File: src/sv/rgb2hsl_pkg.sv
`default_nettype none
package rgb2hsl_pkg;

  localparam int unsigned PIX_W = 8;
  localparam int unsigned QUO_W = 8;
  localparam int unsigned DEN_W = 11;
  localparam int unsigned REM_W = DEN_W + QUO_W;

  typedef struct packed {
    logic [REM_W-1:0] hue_num;
    logic [DEN_W-1:0] hue_den;
    logic [REM_W-1:0] sat_num;
    logic [DEN_W-1:0] sat_den;
    logic [PIX_W-1:0] light;
  } prep_t;

endpackage
`default_nettype wire

File: src/sv/rgb2hsl_prep.sv
`default_nettype none
module rgb2hsl_prep (
  input  logic [rgb2hsl_pkg::PIX_W-1:0] red_i,
  input  logic [rgb2hsl_pkg::PIX_W-1:0] green_i,
  input  logic [rgb2hsl_pkg::PIX_W-1:0] blue_i,
  output rgb2hsl_pkg::prep_t            prep_o
);

  logic [7:0]  mx, mn, d;
  logic [8:0]  sum, sden;
  logic [10:0] num, d11;
  logic [15:0] d255;
  logic [18:0] num255;

  always_comb begin
    mx = (red_i > green_i) ? red_i : green_i;
    if (blue_i > mx) mx = blue_i;
    mn = (red_i < green_i) ? red_i : green_i;
    if (blue_i < mn) mn = blue_i;
    d   = mx - mn;
    d11 = {3'b000, d};
    sum = {1'b0, mx} + {1'b0, mn};
    sden = (sum <= 9'd255) ? sum : (9'd510 - sum);
    if (mx == red_i) begin
      if (green_i < blue_i) num = 11'd6 * d11 - {3'b000, blue_i - green_i};
      else                  num = {3'b000, green_i - blue_i};
    end else if (mx == green_i) begin
      num = 11'd2 * d11 + {3'b000, blue_i} - {3'b000, red_i};
    end else begin
      num = 11'd4 * d11 + {3'b000, red_i} - {3'b000, green_i};
    end
    d255   = {d, 8'h00} - {8'h00, d};
    num255 = {num, 8'h00} - {8'h00, num};
    if (d == 8'd0) begin
      prep_o.hue_num = '0;
      prep_o.hue_den = 11'd1;
      prep_o.sat_num = '0;
      prep_o.sat_den = 11'd1;
    end else begin
      prep_o.hue_num = num255;
      prep_o.hue_den = 11'd6 * d11;
      prep_o.sat_num = {3'b000, d255};
      prep_o.sat_den = {2'b00, sden};
    end
    prep_o.light = (sum > 9'd255) ? 8'(sum - 9'd255) : 8'd0;
  end

endmodule
`default_nettype wire

File: src/sv/rgb2hsl_div_cell.sv
`default_nettype none
module rgb2hsl_div_cell (
  input  logic                           clk_i,
  input  logic [rgb2hsl_pkg::REM_W-1:0]  rem_i,
  input  logic [rgb2hsl_pkg::REM_W-1:0]  div_i,
  input  logic [rgb2hsl_pkg::QUO_W-1:0]  quo_i,
  output logic [rgb2hsl_pkg::REM_W-1:0]  rem_o,
  output logic [rgb2hsl_pkg::REM_W-1:0]  div_o,
  output logic [rgb2hsl_pkg::QUO_W-1:0]  quo_o
);

  logic                          ge;
  logic [rgb2hsl_pkg::REM_W-1:0] rem_d, rem_q, div_q;
  logic [rgb2hsl_pkg::QUO_W-1:0] quo_q;

  assign ge    = rem_i >= div_i;
  assign rem_d = ge ? rem_i - div_i : rem_i;

  always_ff @(posedge clk_i) begin
    rem_q <= rem_d;
    div_q <= div_i >> 1;
    quo_q <= {quo_i[rgb2hsl_pkg::QUO_W-2:0], ge};
  end

  assign rem_o = rem_q;
  assign div_o = div_q;
  assign quo_o = quo_q;

endmodule
`default_nettype wire

File: src/sv/rgb_to_hsl_packed_top.sv
// Result strobe done_o follows the start transfer through one prep stage,
// then one restoring-division cell per quotient bit.
// Throughput: one pixel per clock; busy_o stays low, the receiver cannot stall.
// Reset: rst_ni low clears the valid line asynchronously; no result is shown.
`default_nettype none
module rgb_to_hsl_packed_top (
  input  logic                          clk_i,
  input  logic                          rst_ni,
  input  logic                          start_i,
  output logic                          busy_o,
  input  logic [rgb2hsl_pkg::PIX_W-1:0] red_i,
  input  logic [rgb2hsl_pkg::PIX_W-1:0] green_i,
  input  logic [rgb2hsl_pkg::PIX_W-1:0] blue_i,
  output logic                          done_o,
  output logic [rgb2hsl_pkg::PIX_W-1:0] hue_code_o,
  output logic [rgb2hsl_pkg::PIX_W-1:0] sat_code_o,
  output logic [rgb2hsl_pkg::PIX_W-1:0] light_code_o
);

  localparam int unsigned NC = rgb2hsl_pkg::QUO_W;
  localparam int unsigned RW = rgb2hsl_pkg::REM_W;

  rgb2hsl_pkg::prep_t prep;

  logic [RW-1:0]                   h_rem [NC+1];
  logic [RW-1:0]                   h_div [NC+1];
  logic [NC-1:0]                   h_quo [NC+1];
  logic [RW-1:0]                   s_rem [NC+1];
  logic [RW-1:0]                   s_div [NC+1];
  logic [NC-1:0]                   s_quo [NC+1];
  logic [rgb2hsl_pkg::PIX_W-1:0]   light_q [NC+1];
  logic [NC:0]                     vld_q, vld_d;

  rgb2hsl_prep u_prep (
    .red_i   (red_i),
    .green_i (green_i),
    .blue_i  (blue_i),
    .prep_o  (prep)
  );

  assign busy_o = 1'b0;
  assign vld_d  = {vld_q[NC-1:0], start_i & ~busy_o};

  always_ff @(posedge clk_i or negedge rst_ni) begin
    if (!rst_ni) begin
      vld_q <= '0;
    end else begin
      vld_q <= vld_d;
    end
  end

  // divisor starts aligned to the top quotient bit
  always_ff @(posedge clk_i) begin
    h_rem[0]   <= prep.hue_num;
    h_div[0]   <= {1'b0, prep.hue_den, {(NC-1){1'b0}}};
    h_quo[0]   <= '0;
    s_rem[0]   <= prep.sat_num;
    s_div[0]   <= {1'b0, prep.sat_den, {(NC-1){1'b0}}};
    s_quo[0]   <= '0;
    light_q[0] <= prep.light;
    for (int i = 1; i <= NC; i++) light_q[i] <= light_q[i-1];
  end

  for (genvar k = 0; k < NC; k++) begin : g_cell
    rgb2hsl_div_cell u_hue (
      .clk_i (clk_i),
      .rem_i (h_rem[k]),   .div_i (h_div[k]),   .quo_i (h_quo[k]),
      .rem_o (h_rem[k+1]), .div_o (h_div[k+1]), .quo_o (h_quo[k+1])
    );
    rgb2hsl_div_cell u_sat (
      .clk_i (clk_i),
      .rem_i (s_rem[k]),   .div_i (s_div[k]),   .quo_i (s_quo[k]),
      .rem_o (s_rem[k+1]), .div_o (s_div[k+1]), .quo_o (s_quo[k+1])
    );
  end

  assign done_o       = vld_q[NC];
  assign hue_code_o   = h_quo[NC];
  assign sat_code_o   = s_quo[NC];
  assign light_code_o = light_q[NC];

endmodule
`default_nettype wire

File: config.mk
export PLATFORM = sky130hd
export DESIGN_NAME = rgb_to_hsl_packed_top
export DESIGN_NICKNAME = d
export VERILOG_FILES = /design/src/sv/rgb2hsl_pkg.sv /design/src/sv/rgb2hsl_prep.sv /design/src/sv/rgb2hsl_div_cell.sv /design/src/sv/rgb_to_hsl_packed_top.sv
export SDC_FILE = /design/constraint.sdc
export NUM_CORES = 1
export LEC_CHECK = 0
export ABC_AREA = 1
export ABC_CLOCK_PERIOD_IN_PS = 7000
export BUFFER_PORTS_ARGS = -buffer_cell sky130_fd_sc_hd__buf_4
export CORE_MARGIN = 10
export CORE_UTILIZATION = 61
export DETAILED_ROUTE_END_ITERATION = 10
export GPL_ROUTABILITY_DRIVEN = 0
export GPL_TIMING_DRIVEN = 0
export PLACE_DENSITY_LB_ADDON = 0.15
export SETUP_SLACK_MARGIN = 0.05
export SKIP_LAST_GASP = 1
export SLEW_MARGIN = 20
export SYNTH_ARGS = -nofsm -noshare
export SYNTH_HDL_FRONTEND = slang
export SYNTH_SLANG_ARGS = --single-unit
File: constraint.sdc
create_clock -name clk_i -period 7 [get_ports clk_i]
set_input_delay 1.4 -clock clk_i [delete_from_list [all_inputs] [get_ports clk_i]]
set_output_delay 1.4 -clock clk_i [all_outputs]
set_load 0.005 [all_outputs]
==> qor.yml <==
synthCells: 3236
rsz0062_at_grt: "true"
ctsHoldBuffers: 0
slew_viol_final: 0
clock_path_buffers: 3
cap_violations: 0
cp-end-kind: "flop"
htreeDepth: 2
yosysWarnings: 0
fill_cells: 3157
die_x_microns: 233
netlist_area_sq_um: 27600
synth-edff-count: 0
drc: 0
post-place-ws_ps: -2240
yosys.area.top_type_share_pct: 42.8
fin_crit_sh_pct: 112
ys_seq_area_share_pct: 43.6
syn_nets: 3557
finalWirelength_mm: 62.0
cp.required_ps: 7510
arrival_ps: 8360
crit_type: "primary input to flop"
antenna_cells: 0
cts_root_buf: "clkbuf_16"
synthTopCellsByCount: "dfxtp_1, nand2_1, inv_1"
drtAntennaViolNets: 0
ioPinCount: 53
tightest_slew_ps: 859
clk_latency_ps: 580
fin_util_pct: 73.4
core_area_sq_um: 44500
cpPeakStageDelay_ps: 410
async_flop_share_pct: 1.50
cts_tree: "built"
multi_input_area_sq_um: 14600
maxSlewHeadroom_pct: 41.3
synth_most_common_cell: "dfxtp_1"
worst-path-buf-inv: 16
synthToLayoutAreaGrowth_pct: 18.4
syn_avg_cell_area_sq_um: 8.52
synth.area.top_cells: "dfxtp_1, ha_1, nand2_1"
violations: "setup timing"
register_area_sq_um: 12000
die_h_microns: 233
dpl.hpwl_mm: 45.0
grt_pass1_wl_mm: 99.6
firstDrtPassIters: 6
skew_ps: 18.1
drive_gt1_share_pct: 15.4
ys_types: 62
via_count: 21994
antenna_found_initial: 0
drt_iter0_drc: 1295
hp-class: "flop to flop"
ys_ff_latch: 599
cp_top_family: "simple AND/OR/NAND/NOR gates"
post_drt_wl_per_cell_microns: 15.1
crit_slowest_cell: "fa_2"
synth_flop_cell: "dfxtp_1"
vias_per_cell: 5.36
rows: 77
grt_pass1_vias: 21978
finalHoldViolCount: 0
cts_buffers: 53
dieArea_sq_um: 54100
grt_max_degree: 16
crit_path_max_fanout: 6
nNetsFinal: 3787
clock-sinks: 599
cp-start-kind: "primary input"
period_needed_ps: 7850
grt_overflow: 0
critPathMostFrequentCell: "buf_4"
clk_pin_slew_ps: 60
synth.largest_area_cell: "dfxtp_1"
portBuffers: 51
setup_slack_ps: -852
max_freq_ghz: 0.127
setup_viol: 14
start_util_pct: 62.0
status: "finished with violations"
grt_usage_pct: 21.9
[cell type report]
class / instances / share of cell area (%)
clock inverters: 20 / 0.605
inverters: 462 / 5.49
clock buffers: 79 / 4.80
repair buffers: 173 / 4.29
plain buffers: 47 / 0.893
multi-input cells: 2130 / 44.8
well taps: 592 / 2.27
flip-flops and latches: 599 / 36.9
[through the flow]
stage	hold WS (ps)	cells	cell area (sq um)	setup TNS, ps
final	322	4102	32700	-9530
after global routing	327	4102	32700	-13600
after floorplan	310	3236	27900	-6070
after global placement	310	3879	29000	-37160
after CTS	322	4074	32100	-4930
after detailed placement	312	3879	29000	-41850
[worst paths after layout]
path / from / to / slack, ps / cells after the start
max: green_i[0] / h_rem[169]$_SDFF_PP0_ / -850 / 53
min: light_q[0][58]$_DFF_P_ / light_q[0][66]$_DFF_P_ / 320 / 0
max reg2reg: g_cell[5].u_hue.rem_o[1]$_DFF_P_ / g_cell[6].u_hue.rem_o[1]$_DFF_P_ / 3480 / 16
min reg2reg: light_q[0][58]$_DFF_P_ / light_q[0][66]$_DFF_P_ / 320 / 0
max in group asynchronous: rst_ni / vld_q[6]$_DFF_PN0_ / 6230 / 1
min in group asynchronous: rst_ni / vld_q[4]$_DFF_PN0_ / 650 / 1
[cell usage in the layout (no fill, tap or decap), types with 12 or more instances in the layout]
master	count
ha_1	232
buf_4	163
nor2_1	196
buf_6	19
inv_2	23
nor3_1	30
nor4_1	26
dfxtp_1	590
clkbuf_1	41
a21oi_1	194
o21ai_1	18
xor2_1	114
nand3_1	138
ha_4	27
o21bai_1	14
a21oi_2	20
nand2_1	500
o21ai_2	12
nand2_2	42
fa_1	25
inv_1	420
nand4_1	37
nand2_4	23
a211oi_1	15
nand3_2	27
o21ai_0	190
clkbuf_16	56
xnor2_1	84
[registers in the layout (all words and copies together), names as in the netlist]
name	count
g_cell.u_hue.div_o	68
light_q	72
vld_q	9
h_div	9
h_rem	19
g_cell.u_hue.rem_o	133
s_div	9
g_cell.u_sat.div_o	63
g_cell.u_sat.quo_o	36
g_cell.u_hue.quo_o	36
g_cell.u_sat.rem_o	129
s_rem	16
[cells by family after synthesis]
logic type	after synthesis	synth area share, %
AND/OR/NAND/NOR	1090	17.7
flip-flops	599	43.6
AO/OA/AOI/OAI	536	10.7
buffers and inverters	509	7.20
adder cells (fa/ha/maj)	294	14.2
XOR/XNOR	205	6.51
multiplexers	2	0.0816
other	1	0.0136
[metal layers]
layer	vias to the layer above	share of wire, %	GRT usage, %
li1	11039	-	-
met3	252	4.3	2.92
met4	0	6.4	14.4
met2	675	51	41.4
met5	-	0	0
met1	10028	38	22.2
[timing repair]
item,4_1_cts,5_1_grt
resized for setup,145,78
endpoints found under the setup margin,31,29
pin swaps,94,76
buffers inserted,105,28
cloned,4,0
Power is not shown: default switching activity piles up to over one toggle a cycle in this logic, so the estimate is an artifact.
